--- src/sv/svft_pkg.sv ---
// Shared types, constants and the microcode program of the state variable filter.
package svft_pkg;

   // Default parameter values.
   localparam int SAMPLE_WIDTH_DEF   = 24;
   localparam int COEF_FRAC_BITS_DEF = 16;

   // Fixed datapath widths.
   localparam int STATE_W = 32;
   localparam int COEF_W  = 18;
   localparam int G_W     = 18;
   localparam int DAMP_W  = 18;
   localparam int NORM_W  = 17;

   // Register port.
   localparam int CSR_DATA_W = 32;
   localparam int CSR_ADDR_W = 4;
   localparam int REG_IDX_W  = 2;

   localparam logic [REG_IDX_W-1:0] REG_G    = 2'd0;
   localparam logic [REG_IDX_W-1:0] REG_DAMP = 2'd1;
   localparam logic [REG_IDX_W-1:0] REG_NORM = 2'd2;

   localparam logic [G_W-1:0]    G_RESET    = 18'd16384;
   localparam logic [DAMP_W-1:0] DAMP_RESET = 18'd81920;
   localparam logic [NORM_W-1:0] NORM_RESET = 17'd51200;

   typedef struct packed {
      logic [G_W-1:0]    g;
      logic [DAMP_W-1:0] damp;
      logic [NORM_W-1:0] norm;
   } coef_type;

   // Sequencer operations.
   localparam logic [1:0] SEQ_NEXT     = 2'd0;
   localparam logic [1:0] SEQ_WAIT_IN  = 2'd1;
   localparam logic [1:0] SEQ_WAIT_OUT = 2'd2;

   // Multiplier operand A selects.
   localparam logic [1:0] A_S1  = 2'd0;
   localparam logic [1:0] A_ACC = 2'd1;
   localparam logic [1:0] A_HP  = 2'd2;
   localparam logic [1:0] A_BP  = 2'd3;

   // Multiplier operand B (coefficient) selects.
   localparam logic [1:0] B_DAMP = 2'd0;
   localparam logic [1:0] B_NORM = 2'd1;
   localparam logic [1:0] B_G    = 2'd2;

   // Post-multiply operations.
   localparam logic [2:0] ALU_NONE = 3'd0;
   localparam logic [2:0] ALU_ACC  = 3'd1;
   localparam logic [2:0] ALU_HP   = 3'd2;
   localparam logic [2:0] ALU_BP   = 3'd3;
   localparam logic [2:0] ALU_LP   = 3'd4;
   localparam logic [2:0] ALU_S2   = 3'd5;

   typedef struct packed {
      logic [1:0] seq_op;
      logic [1:0] a_sel;
      logic [1:0] b_sel;
      logic       mul_en;
      logic [2:0] alu_op;
   } uword_type;

   typedef struct packed {
      logic [1:0] a_sel;
      logic [1:0] b_sel;
      logic       mul_en;
      logic [2:0] alu_op;
      logic       in_take;
      logic       out_load;
   } ctrl_type;

   localparam int UCODE_DEPTH = 9;
   localparam int UPC_W       = $clog2(UCODE_DEPTH);

   // The filter program. One word per step.
   function automatic uword_type ucode_rom(input logic [UPC_W-1:0] addr);
      uword_type w;
      w = '{seq_op: SEQ_NEXT, a_sel: A_S1, b_sel: B_DAMP, mul_en: 1'b0, alu_op: ALU_NONE};
      case (addr)
         4'd0: w = '{seq_op: SEQ_WAIT_IN, a_sel: A_S1, b_sel: B_DAMP,
                     mul_en: 1'b1, alu_op: ALU_NONE};
         4'd1: w = '{seq_op: SEQ_NEXT, a_sel: A_S1, b_sel: B_DAMP,
                     mul_en: 1'b0, alu_op: ALU_ACC};
         4'd2: w = '{seq_op: SEQ_NEXT, a_sel: A_ACC, b_sel: B_NORM,
                     mul_en: 1'b1, alu_op: ALU_NONE};
         4'd3: w = '{seq_op: SEQ_NEXT, a_sel: A_ACC, b_sel: B_NORM,
                     mul_en: 1'b0, alu_op: ALU_HP};
         4'd4: w = '{seq_op: SEQ_NEXT, a_sel: A_HP, b_sel: B_G,
                     mul_en: 1'b1, alu_op: ALU_NONE};
         4'd5: w = '{seq_op: SEQ_NEXT, a_sel: A_HP, b_sel: B_G,
                     mul_en: 1'b0, alu_op: ALU_BP};
         4'd6: w = '{seq_op: SEQ_NEXT, a_sel: A_BP, b_sel: B_G,
                     mul_en: 1'b1, alu_op: ALU_NONE};
         4'd7: w = '{seq_op: SEQ_NEXT, a_sel: A_BP, b_sel: B_G,
                     mul_en: 1'b0, alu_op: ALU_LP};
         4'd8: w = '{seq_op: SEQ_WAIT_OUT, a_sel: A_BP, b_sel: B_G,
                     mul_en: 1'b0, alu_op: ALU_S2};
         default: w = '{seq_op: SEQ_WAIT_OUT, a_sel: A_S1, b_sel: B_DAMP,
                        mul_en: 1'b0, alu_op: ALU_NONE};
      endcase
      return w;
   endfunction

endpackage

--- src/sv/svft_csr.sv ---
// Coefficient registers behind the APB-style configuration port.
module svft_csr (
   input  logic                             clock,
   input  logic                             reset,
   input  logic                             psel,
   input  logic                             penable,
   input  logic                             pwrite,
   input  logic [svft_pkg::CSR_ADDR_W-1:0]  paddr,
   input  logic [svft_pkg::CSR_DATA_W-1:0]  pwdata,
   output logic [svft_pkg::CSR_DATA_W-1:0]  prdata,
   output logic                             pready,
   output svft_pkg::coef_type               coef
);
   import svft_pkg::*;

   coef_type              coef_ff, coef_in;
   logic [REG_IDX_W-1:0]  reg_idx;
   logic                  wr_en;

   assign pready  = 1'b1;
   assign reg_idx = paddr[CSR_ADDR_W-1:2];
   assign wr_en   = psel && penable && pwrite;

   always_comb begin
      coef_in = coef_ff;
      if (wr_en) begin
         case (reg_idx)
            REG_G:    coef_in.g    = pwdata[G_W-1:0];
            REG_DAMP: coef_in.damp = pwdata[DAMP_W-1:0];
            REG_NORM: coef_in.norm = pwdata[NORM_W-1:0];
            default:  coef_in = coef_ff;
         endcase
      end
   end

   always_comb begin
      case (reg_idx)
         REG_G:    prdata = CSR_DATA_W'(coef_ff.g);
         REG_DAMP: prdata = CSR_DATA_W'(coef_ff.damp);
         REG_NORM: prdata = CSR_DATA_W'(coef_ff.norm);
         default:  prdata = '0;
      endcase
   end

   always_ff @(posedge clock) begin
      if (reset) begin
         coef_ff <= '{g: G_RESET, damp: DAMP_RESET, norm: NORM_RESET};
      end else begin
         coef_ff <= coef_in;
      end
   end

   assign coef = coef_ff;

endmodule

--- src/sv/svft_sequencer.sv ---
// Microprogram sequencer: step counter, control store and conditional jumps.
module svft_sequencer (
   input  logic                clock,
   input  logic                reset,
   input  logic                req_valid,
   input  logic                out_free,
   output logic                req_ready,
   output svft_pkg::ctrl_type  ctrl
);
   import svft_pkg::*;

   logic [UPC_W-1:0] upc_ff, upc_in;
   uword_type        uword;

   assign uword = ucode_rom(upc_ff);

   // Wait steps hold the counter until their handshake condition is met.
   always_comb begin
      case (uword.seq_op)
         SEQ_NEXT:     upc_in = upc_ff + 1'b1;
         SEQ_WAIT_IN:  upc_in = req_valid ? upc_ff + 1'b1 : upc_ff;
         SEQ_WAIT_OUT: upc_in = out_free ? '0 : upc_ff;
         default:      upc_in = '0;
      endcase
   end

   always_ff @(posedge clock) begin
      if (reset) begin
         upc_ff <= '0;
      end else begin
         upc_ff <= upc_in;
      end
   end

   assign req_ready     = (uword.seq_op == SEQ_WAIT_IN);
   assign ctrl.a_sel    = uword.a_sel;
   assign ctrl.b_sel    = uword.b_sel;
   assign ctrl.mul_en   = uword.mul_en;
   assign ctrl.alu_op   = uword.alu_op;
   assign ctrl.in_take  = (uword.seq_op == SEQ_WAIT_IN) && req_valid;
   assign ctrl.out_load = (uword.seq_op == SEQ_WAIT_OUT) && out_free;

endmodule

--- src/sv/svft_datapath.sv ---
// Filter datapath: shared coefficient multiplier, rounding, adders and saturation.
module svft_datapath #(
   parameter int SAMPLE_WIDTH   = svft_pkg::SAMPLE_WIDTH_DEF,
   parameter int COEF_FRAC_BITS = svft_pkg::COEF_FRAC_BITS_DEF
) (
   input  logic                           clock,
   input  logic                           reset,
   input  svft_pkg::ctrl_type             ctrl,
   input  svft_pkg::coef_type             coef,
   input  logic signed [SAMPLE_WIDTH-1:0] sample,
   output logic signed [SAMPLE_WIDTH-1:0] lowpass,
   output logic signed [SAMPLE_WIDTH-1:0] bandpass,
   output logic signed [SAMPLE_WIDTH-1:0] highpass
);
   import svft_pkg::*;

   // A state times a coefficient, rounded, fits in CM_W signed bits.
   localparam int CM_W   = STATE_W + COEF_W + 1 - COEF_FRAC_BITS;
   localparam int BASE_W = (CM_W > STATE_W)
                           ? ((CM_W > SAMPLE_WIDTH) ? CM_W : SAMPLE_WIDTH)
                           : ((STATE_W > SAMPLE_WIDTH) ? STATE_W : SAMPLE_WIDTH);
   localparam int ACC_W  = BASE_W + 2;
   localparam int PROD_W = ACC_W + COEF_W + 1;
   localparam int RND_W  = PROD_W - COEF_FRAC_BITS;
   localparam int SUM_W  = ((RND_W > ACC_W) ? RND_W : ACC_W) + 2;
   localparam logic [PROD_W-1:0] RND_HALF =
      {{(PROD_W-1){1'b0}}, 1'b1} << (COEF_FRAC_BITS - 1);

   logic signed [SAMPLE_WIDTH-1:0] x_ff;
   logic signed [STATE_W-1:0]      s1_ff, s1_in, s2_ff, s2_in;
   logic signed [STATE_W-1:0]      hp_ff, hp_in, bp_ff, bp_in, lp_ff, lp_in;
   logic signed [ACC_W-1:0]        acc_ff, acc_in, mul_a;
   logic signed [CM_W-1:0]         ghp_ff, ghp_in;
   logic        [COEF_W-1:0]       mul_b;
   logic signed [PROD_W-1:0]       prod_ff, prod_in, prod_rnd;
   logic signed [RND_W-1:0]        cm;
   logic signed [SUM_W-1:0]        acc_sum;

   function automatic logic signed [STATE_W-1:0] sat_state(input logic signed [SUM_W-1:0] v);
      logic [SUM_W-STATE_W:0] top_bits;
      top_bits = v[SUM_W-1:STATE_W-1];
      if ((&top_bits) || (~|top_bits)) begin
         return v[STATE_W-1:0];
      end else if (v[SUM_W-1]) begin
         return {1'b1, {(STATE_W-1){1'b0}}};
      end else begin
         return {1'b0, {(STATE_W-1){1'b1}}};
      end
   endfunction

   function automatic logic signed [SAMPLE_WIDTH-1:0] sat_out(
      input logic signed [STATE_W-1:0] v);
      logic [STATE_W-SAMPLE_WIDTH:0] top_bits;
      top_bits = v[STATE_W-1:SAMPLE_WIDTH-1];
      if ((&top_bits) || (~|top_bits)) begin
         return v[SAMPLE_WIDTH-1:0];
      end else if (v[STATE_W-1]) begin
         return {1'b1, {(SAMPLE_WIDTH-1){1'b0}}};
      end else begin
         return {1'b0, {(SAMPLE_WIDTH-1){1'b1}}};
      end
   endfunction

   always_comb begin
      case (ctrl.a_sel)
         A_S1:    mul_a = ACC_W'(s1_ff);
         A_ACC:   mul_a = acc_ff;
         A_HP:    mul_a = ACC_W'(hp_ff);
         A_BP:    mul_a = ACC_W'(bp_ff);
         default: mul_a = '0;
      endcase
      case (ctrl.b_sel)
         B_DAMP:  mul_b = coef.damp;
         B_NORM:  mul_b = COEF_W'(coef.norm);
         B_G:     mul_b = coef.g;
         default: mul_b = '0;
      endcase
   end

   assign prod_in  = mul_a * $signed({1'b0, mul_b});
   // Round to nearest with ties upward: add half an LSB, then shift arithmetically.
   assign prod_rnd = prod_ff + $signed(RND_HALF);
   assign cm       = prod_rnd[PROD_W-1:COEF_FRAC_BITS];
   assign acc_sum  = SUM_W'(x_ff) - SUM_W'(cm) - SUM_W'(s2_ff);

   always_comb begin
      acc_in = acc_ff;
      hp_in  = hp_ff;
      bp_in  = bp_ff;
      lp_in  = lp_ff;
      ghp_in = ghp_ff;
      s1_in  = s1_ff;
      s2_in  = s2_ff;
      case (ctrl.alu_op)
         ALU_ACC: acc_in = acc_sum[ACC_W-1:0];
         ALU_HP:  hp_in  = sat_state(SUM_W'(cm));
         ALU_BP: begin
            ghp_in = cm[CM_W-1:0];
            bp_in  = sat_state(SUM_W'(cm) + SUM_W'(s1_ff));
         end
         ALU_LP: begin
            lp_in = sat_state(SUM_W'(cm) + SUM_W'(s2_ff));
            s1_in = sat_state(SUM_W'(ghp_ff) + SUM_W'(bp_ff));
         end
         ALU_S2:  s2_in = sat_state(SUM_W'(cm) + SUM_W'(lp_ff));
         default: acc_in = acc_ff;
      endcase
   end

   always_ff @(posedge clock) begin
      if (reset) begin
         s1_ff <= '0;
         s2_ff <= '0;
      end else begin
         s1_ff <= s1_in;
         s2_ff <= s2_in;
      end
   end

   always_ff @(posedge clock) begin
      if (ctrl.in_take) begin
         x_ff <= sample;
      end
      if (ctrl.mul_en) begin
         prod_ff <= prod_in;
      end
      acc_ff <= acc_in;
      hp_ff  <= hp_in;
      bp_ff  <= bp_in;
      lp_ff  <= lp_in;
      ghp_ff <= ghp_in;
   end

   assign lowpass  = sat_out(lp_ff);
   assign bandpass = sat_out(bp_ff);
   assign highpass = sat_out(hp_ff);

endmodule

--- src/sv/state_variable_filter_tpt_core.sv ---
// Top level of the trapezoidal state variable filter core.
//
// This core runs a zero-delay-feedback state variable filter on one signed
// sample per transfer and returns lowpass, bandpass and highpass together in
// one result transfer. Software loads three unsigned fixed-point coefficients
// over the APB-style port: g at byte address 0, the damping term 2R+g at
// address 4 and the normalizer 1/(1+2Rg+g^2) at address 8; writes to address
// 12 are dropped and read back as zero. Coefficients are to be written only
// while the core is idle; the core itself does not enforce this. Every
// coefficient product rounds to nearest with ties upward, the highpass,
// bandpass and lowpass values and both integrator states saturate to 32
// bits, and the outputs saturate to the sample width. From a sample's
// transfer to its result being loaded into the output register, a small
// microprogram drives a single shared coefficient multiplier four times in
// sequence, each product registered before the following add and saturate
// step. The core takes a new sample in the cycle after a result is loaded,
// never while an earlier sample is still in work; a result that is not
// taken holds the program at its last step.
module state_variable_filter_tpt_core #(
   parameter int SAMPLE_WIDTH   = svft_pkg::SAMPLE_WIDTH_DEF,
   parameter int COEF_FRAC_BITS = svft_pkg::COEF_FRAC_BITS_DEF
) (
   input  logic                            clock,
   input  logic                            reset,
   // Sample channel.
   input  logic                            req_valid,
   output logic                            req_ready,
   input  logic signed [SAMPLE_WIDTH-1:0]  req_sample_in,
   // Result channel.
   output logic                            rsp_valid,
   input  logic                            rsp_ready,
   output logic signed [SAMPLE_WIDTH-1:0]  rsp_lowpass_out,
   output logic signed [SAMPLE_WIDTH-1:0]  rsp_bandpass_out,
   output logic signed [SAMPLE_WIDTH-1:0]  rsp_highpass_out,
   // Configuration port.
   input  logic                            psel,
   input  logic                            penable,
   input  logic                            pwrite,
   input  logic [svft_pkg::CSR_ADDR_W-1:0] paddr,
   input  logic [svft_pkg::CSR_DATA_W-1:0] pwdata,
   output logic [svft_pkg::CSR_DATA_W-1:0] prdata,
   output logic                            pready
);
   import svft_pkg::*;

   coef_type                       coef;
   ctrl_type                       ctrl;
   logic                           out_free;
   logic                           rsp_valid_ff, rsp_valid_in;
   logic signed [SAMPLE_WIDTH-1:0] lowpass, bandpass, highpass;
   logic signed [SAMPLE_WIDTH-1:0] lp_out_ff, bp_out_ff, hp_out_ff;

   svft_csr u_csr (
      .clock   (clock),
      .reset   (reset),
      .psel    (psel),
      .penable (penable),
      .pwrite  (pwrite),
      .paddr   (paddr),
      .pwdata  (pwdata),
      .prdata  (prdata),
      .pready  (pready),
      .coef    (coef)
   );

   svft_sequencer u_seq (
      .clock     (clock),
      .reset     (reset),
      .req_valid (req_valid),
      .out_free  (out_free),
      .req_ready (req_ready),
      .ctrl      (ctrl)
   );

   svft_datapath #(
      .SAMPLE_WIDTH   (SAMPLE_WIDTH),
      .COEF_FRAC_BITS (COEF_FRAC_BITS)
   ) u_dp (
      .clock    (clock),
      .reset    (reset),
      .ctrl     (ctrl),
      .coef     (coef),
      .sample   (req_sample_in),
      .lowpass  (lowpass),
      .bandpass (bandpass),
      .highpass (highpass)
   );

   // The output register frees up in the same cycle its result transfer completes.
   assign out_free     = !rsp_valid_ff || rsp_ready;
   assign rsp_valid_in = ctrl.out_load || (rsp_valid_ff && !rsp_ready);

   always_ff @(posedge clock) begin
      if (reset) begin
         rsp_valid_ff <= 1'b0;
      end else begin
         rsp_valid_ff <= rsp_valid_in;
      end
   end

   always_ff @(posedge clock) begin
      if (ctrl.out_load) begin
         lp_out_ff <= lowpass;
         bp_out_ff <= bandpass;
         hp_out_ff <= highpass;
      end
   end

   assign rsp_valid        = rsp_valid_ff;
   assign rsp_lowpass_out  = lp_out_ff;
   assign rsp_bandpass_out = bp_out_ff;
   assign rsp_highpass_out = hp_out_ff;

endmodule
--- config.mk ---
export PLATFORM = sky130hd
export DESIGN_NAME = state_variable_filter_tpt_core
export DESIGN_NICKNAME = d
export VERILOG_FILES = /design/src/sv/svft_pkg.sv /design/src/sv/svft_csr.sv /design/src/sv/svft_sequencer.sv /design/src/sv/svft_datapath.sv /design/src/sv/state_variable_filter_tpt_core.sv
export SDC_FILE = /design/constraint.sdc
export NUM_CORES = 2
export LEC_CHECK = 0
export ABC_AREA = 1
export ABC_CLOCK_PERIOD_IN_PS = 12500
export BUFFER_PORTS_ARGS = -buffer_cell sky130_fd_sc_hd__clkbuf_2
export CAP_MARGIN = 20
export CORE_ASPECT_RATIO = 0.8
export CORE_MARGIN = 2
export CORE_UTILIZATION = 25
export CTS_CLUSTER_SIZE = 8
export DETAILED_ROUTE_END_ITERATION = 16
export PLACE_DENSITY_LB_ADDON = 0.08
export SLEW_MARGIN = 40
export SYNTH_ARGS = -nofsm -noshare
export SYNTH_HDL_FRONTEND = slang
export SYNTH_HIERARCHICAL = 1
export SYNTH_SLANG_ARGS = --single-unit
--- constraint.sdc ---
create_clock -name clock -period 12.5 [get_ports clock]
set_clock_uncertainty 0.2 [all_clocks]
set_input_delay 2.5 -clock clock [delete_from_list [all_inputs] [get_ports clock]]
set_output_delay 2.5 -clock clock [all_outputs]
set_load 0.03 [all_outputs]
---- After elaboration in Yosys (flattened, before gate mapping) ----
Memories as Yosys holds them, arrays and structs flattened. A register that Yosys moved wholly into a read port is not among the register bits.
Index checks and enable logic that the tools add are counted.
storage, ports and cells
  bits in latches ......................... 0
  memories ................................ 1
  flip-flop bits (word level) ............. 442
  memory bits (read-only) ................. 160
  output and inout port bits .............. 107
  word-level logic and storage cells ...... 116
  RAM bits ................................ 0
operators by class
  shift-type cells ........................ 0
  reductions and logical operators ........ 49
  $add $sub $neg .......................... 8
  div/mod/pow operators ................... 0
  $mul .................................... 1
  equal/unequal tests ..................... 16
  order comparisons ....................... 0
  multiplexer cells ....................... 24
  bitwise operators ....................... 0
memory list
  name             depth  width  rd ports  clocked after memory_dff  write ports  line            text
  (no name shown)  16     10     1         1                         0            svft_pkg.sv:82  case (addr)
operator list
  operator                                                               count
  32-bit 2-to-1 mux                                                      10
  37-bit case mux with 4 select lines                                    1
  24-bit 2-to-1 mux                                                      6
  40-bit by 32-bit adder with 41-bit output                              3
  18-bit case mux with 3 select lines                                    2
  56-bit by 17-bit adder with 56-bit output, second input constant       1
  37-bit by 19-bit multiplier with 56-bit output                         1
  11-bit AND reduction                                                   4
  11-bit OR reduction                                                    4
  24-bit by 37-bit subtractor with 37-bit output                         1
  37-bit by 32-bit subtractor with 37-bit output                         1
  35-bit by 32-bit adder with 36-bit output                              1
  9-bit AND reduction                                                    4
  9-bit OR reduction                                                     4
  4-bit 2-to-1 mux                                                       4
  4-bit case mux with 3 select lines                                     1
  2-bit equality test, second input constant                             5
  1-bit zero test                                                        10
  1-bit logical OR                                                       10
  2-bit by 1-bit equality test with 1-bit output, second input constant  4
  2-bit zero test                                                        4
  2-bit AND reduction                                                    4
  3-bit by 2-bit equality test with 1-bit output, second input constant  2
  3-bit equality test, second input constant                             2
  5 further kinds                                                        9

---- Longest topological paths before layout ----
  word-level depth ........................ 6
  depth in mapped cells ................... 35
  depth with buffers taken out ............ 33

---- By module ----
Netlist, hierarchy kept.
modules (own cells, without submodules)
  module                          area each (um^2)  times used  cells an instance  sequential area each (um^2)
  svft_datapath                   50442.1           1           6841               8277.9
  svft_csr                        2653.8            1           402                1061.0
  state_variable_filter_tpt_core  2204.6            1           77                 2182.1
  svft_sequencer                  643.1             1           87                 260.2

---- Worst setup path before layout ----
OpenSTA, ideal clock, no wires.
  path type ............................... input to register
  from .................................... input port rsp_ready
  to ...................................... register rsp_valid_ff (netlist: rsp_valid)
  data required time ...................... 12.220 ns
  stages .................................. 6
  setup slack ............................. 4.062 ns
  path buffers ............................ 0
  arrival ................................. 8.158 ns
  cell sequence ........................... inv_1 -> nand2_2 -> inv_1 -> nor3_1 -> inv_1 -> a21oi_2
RTL lines
  what                  line                                  text
  from (decl)           state_variable_filter_tpt_core.sv:31  input logic rsp_ready,
  to (signal assigned)  state_variable_filter_tpt_core.sv:97  rsp_valid_ff <= rsp_valid_in;
  to (decl)             state_variable_filter_tpt_core.sv:49  logic rsp_valid_ff, rsp_valid_in;

---- Worst setup path in the final report ----
  from .................................... register u_seq/uword[7] (netlist name)
  to ...................................... register u_dp.prod_ff[52] (data pin)
between the ends
  longest elaborated chain between the ends .. 3
RTL lines
  what                                                line                  text
  2-bit equality test (tied with other cells)         svft_datapath.sv:65   case (ctrl.a_sel)
  37-bit case mux with 4 select lines (*)             svft_datapath.sv:65
  37-bit by 19-bit multiplier with 56-bit output (*)  svft_datapath.sv:80   assign prod_in = mul_a * $signed({1'b0, mul_b});
  via u_dp.prod_in[52]                                svft_datapath.sv:35   logic signed [PROD_W-1:0] prod_ff, prod_in, prod_rnd;
  to (signal assigned)                                svft_datapath.sv:125  prod_ff <= prod_in;
  to (decl)                                           svft_datapath.sv:35
Mark *: on every way through the listed nets, which the timed path passes. The rest lies on a longest branch.
A chain may end at the register's enable or synchronous reset.

==> impl_metrics.toml <==
[critical_path]
arrival_ns = 9.75
path_max_fanout = 40
slowest_stage = "nand2_1"
cpLargestDelayFamily = "adder cells"
endpoint_kind = "flip-flop"
slowest_delay_ns = 0.76
worst-endpoint-required_ns = 12.70
r2r_slack_ns = 2.96
worstSetupPathType = "reg -> reg"
crit_top_cell = "nand2_1"
crit_path_start_kind = "flip-flop"
path_buf_inv = 9

[floorplanning]
io_pins = 174
core-area_mm2 = 0.2228
die_area_mm2 = 0.2276
dieWidth_um = 532.9
core.rowCount = 155
initial_core_util_pct = 25.11
die_y_um = 427.1

[layout]
drive_above_1_share_pct = 6.085
regArea_mm2 = 0.01179
fin_nets = 8669
multi_input_area_mm2 = 0.03803
final_util_pct = 28.18
area_growth_pct = 12.24
fillers = 24590
stdcell_count = 10600

[grt]
grt_pass1_wl_mm = 351.5
antenna_found_initial = 11
overflow = 0
grt_max_degree = 68
first_global_vias = 49720
track_usage_pct = 21.20

[synth]
yosysUniqueCellTypes = 54
syn_area_per_cell_um2 = 7.553
synth_area_leader_cell = "fa_1"
synth.ff_latch_count = 436
synth_async_sr_flop_share_pct = 0
synth-edff-count = 305
seq_area_frac_synth_pct = 21.06
netlist_area_mm2 = 0.05594
ys_warn_count = 6
synth.top_cell.area_share_pct = 24.19
synthFlopType = "edfxtp_1"
ys_top_cells_by_area = "fa_1 24%, edfxtp_1 16%, nand2_1 12%, inv_1 9.5%, ha_1 8.1%"
synthCells = 7407

[cts]
post_cts_resized = 0
tritoncts = "done"
cts_buffers = 69
cts_hold_buf = 0
clock_latency_ns = 0.69
root_buffer = "clkbuf_16"
cts_num_sinks = 436
postCtsSetupBuffers = 0
path_clk_slew_ns = 0.05
h-tree-depth = 3
clockBufferDepth = 3

[detailed_routing]
drt_iter0_drc = 3889
drt_first_pass_iters = 7
ant_nets = 0
drt-total-wl_mm = 242.3
wl_per_cell_um = 22.86
drc = 0
vias = 49120
viasPerCell = 4.635

[placed_design]
dp.cells = 10470
routabilityCongestion = 0.9150
port_buffers = 142
place_hpwl_mm = 200.8

[timing]
finalHoldViolCount = 0
drv_slew = 0
rsz0062_at_grt = "false"
finalSetupTns_ns = 0
period_needed_ns = 9.545
finalSetupViolations = 0
max_freq_mhz = 104.8
holdWs_ns = 0.2795
period_share_pct = 76.36
tightest_slew_ns = 0.9482
slew_headroom_pct = 36.64

[power]
p_leak_uw = 0.02972
vdd_drop_max_mv = 0.2566
power_per_cell_area_mw_per_mm2 = 278.4
power_uw = 17480

[hold_path]
hp-class = "reg -> reg"

[status]
status = "completed"

[flow_run]
maxCapViolCount = 0
[sequential cells by signal, summed over array words and instances, names as in the netlist]
name,flops
u_csr/coef,53
u_dp/prod_ff,41
u_seq/uword,9
u_dp/hp_ff,32
rsp_highpass_out,24
u_dp/s2_ff,32
u_dp/acc_ff,37
u_dp/lp_ff,32
u_dp/bp_ff,32
rsp_valid,1
u_dp/s1_ff,32
u_dp/x_ff,24
u_seq/upc_ff,4
rsp_bandpass_out,24
u_dp/ghp_ff,35
rsp_lowpass_out,24
[where the power goes]
| group | switching (uW) | internal, uW | total [uW] |
|---|---|---|---|
| combinational | 9280 | 4000 | 13300 |
| sequential | 200 | 2170 | 2370 |
| clock | 761 | 1060 | 1830 |
| total | 10200 | 7240 | 17500 |
[layout by cell type, fill, tap and decap left out, types with 11 or more instances in the layout]
cell,count
o21bai_1,19
clkbuf_1,34
xnor2_1,70
a21boi_0,11
conb_1,15
fa_1,676
o211ai_1,17
o21a_1,28
nand2_1,1793
nor4_1,23
nor3_1,62
nand4_1,60
o21ai_1,17
ha_1,364
nor2_1,904
a21oi_1,391
xor2_1,156
nand3_1,266
dfxtp_1,130
edfxtp_1,305
a31oi_1,26
or2_2,17
o21ai_0,277
clkbuf_2,142
a21o_1,15
clkbuf_16,71
buf_4,118
inv_1,1410
a221oi_1,25
inv_2,19
clkinv_1,25
nand2_2,14
[per-layer routing]
metal / share of wire, % / GRT usage, % / vias up / routed length (um)
li1: - / - / 23190 / -
met2: 42 / 31.74 / 1123 / 101200
met4: 2.0 / 4.629 / 2 / 4933
met1: 52 / 32.72 / 24640 / 125000
met3: 4.6 / 1.779 / 165 / 11120
met5: 0.0033 / 0 / - / 8
[cells in the mapped netlist (all sizes together), types with 3 or more instances]
master     n
nand2   1807
inv     1433
nor2     918
fa       676
a21oi    395
ha       364
edfxtp   305
o21ai    299
nand3    277
xor2     160
dfxtp    131
clkbuf   113
buf       82
nor3      72
xnor2     72
nand4     60
a221oi    30
o21a      28
a31oi     26
clkinv    24
nor4      24
o21bai    19
o211ai    17
or2       17
a21o      16
a21boi    11
and2       7
a211oi     4
and3       4
nand3b     4
o221ai     3
[cell type report]
class / count / share of cell area (%)
clock inverter: 10 / 0.1574
inverter: 1457 / 8.724
clock buffer: 108 / 3.099
timing repair buffer: 266 / 2.720
sequential: 436 / 18.77
multi-input combinational: 5332 / 60.56
tap: 2983 / 5.944
antenna: 6 / 0.02391
[kinds of logic after synthesis]
kind of cell / after synthesis / share of synthesized area [%]
buffers and inverters: 1652 / 11.48
other: 2 / 0.01342
adder cells (fa/ha/maj): 1040 / 32.33
AND/OR/NAND/NOR: 3192 / 23.07
flip-flops: 436 / 21.06
XOR/XNOR: 232 / 3.679
AO/OA/AOI/OAI: 853 / 8.374
[worst register-to-register path: cells and delay by family, from the launching register on]
family | cells | cell delay [ns]
buffers and inverters | 9 | 2.34
AND/OR/NAND/NOR | 9 | 1.96
flip-flops | 1 | 0.36
AO/OA/AOI/OAI | 4 | 1.06
adder cells (fa/ha/maj) | 7 | 3.37
[worst paths after layout]
| kind | endpoint | startpoint | cells after the start |
|---|---|---|---|
| min reg2reg | rsp_valid$_SDFF_PP0_ | rsp_valid$_SDFF_PP0_ | 2 |
| min | rsp_valid$_SDFF_PP0_ | rsp_valid$_SDFF_PP0_ | 2 |
| max reg2reg | u_dp/prod_ff[52]$_DFFE_PP_ | u_seq/uword[7]$_DFF_P_ | 29 |
| max | u_dp/prod_ff[52]$_DFFE_PP_ | u_seq/uword[7]$_DFF_P_ | 29 |
[through the flow]
stage	instance area, um^2	setup slack (ns)
after detailed placement	60730	3.090
after global placement	60560	3.119
after CTS	62780	3.049
final	62790	2.955
after global routing	62780	2.306
after floorplan	55990	4.062
(Power assumes the default switching activity.)
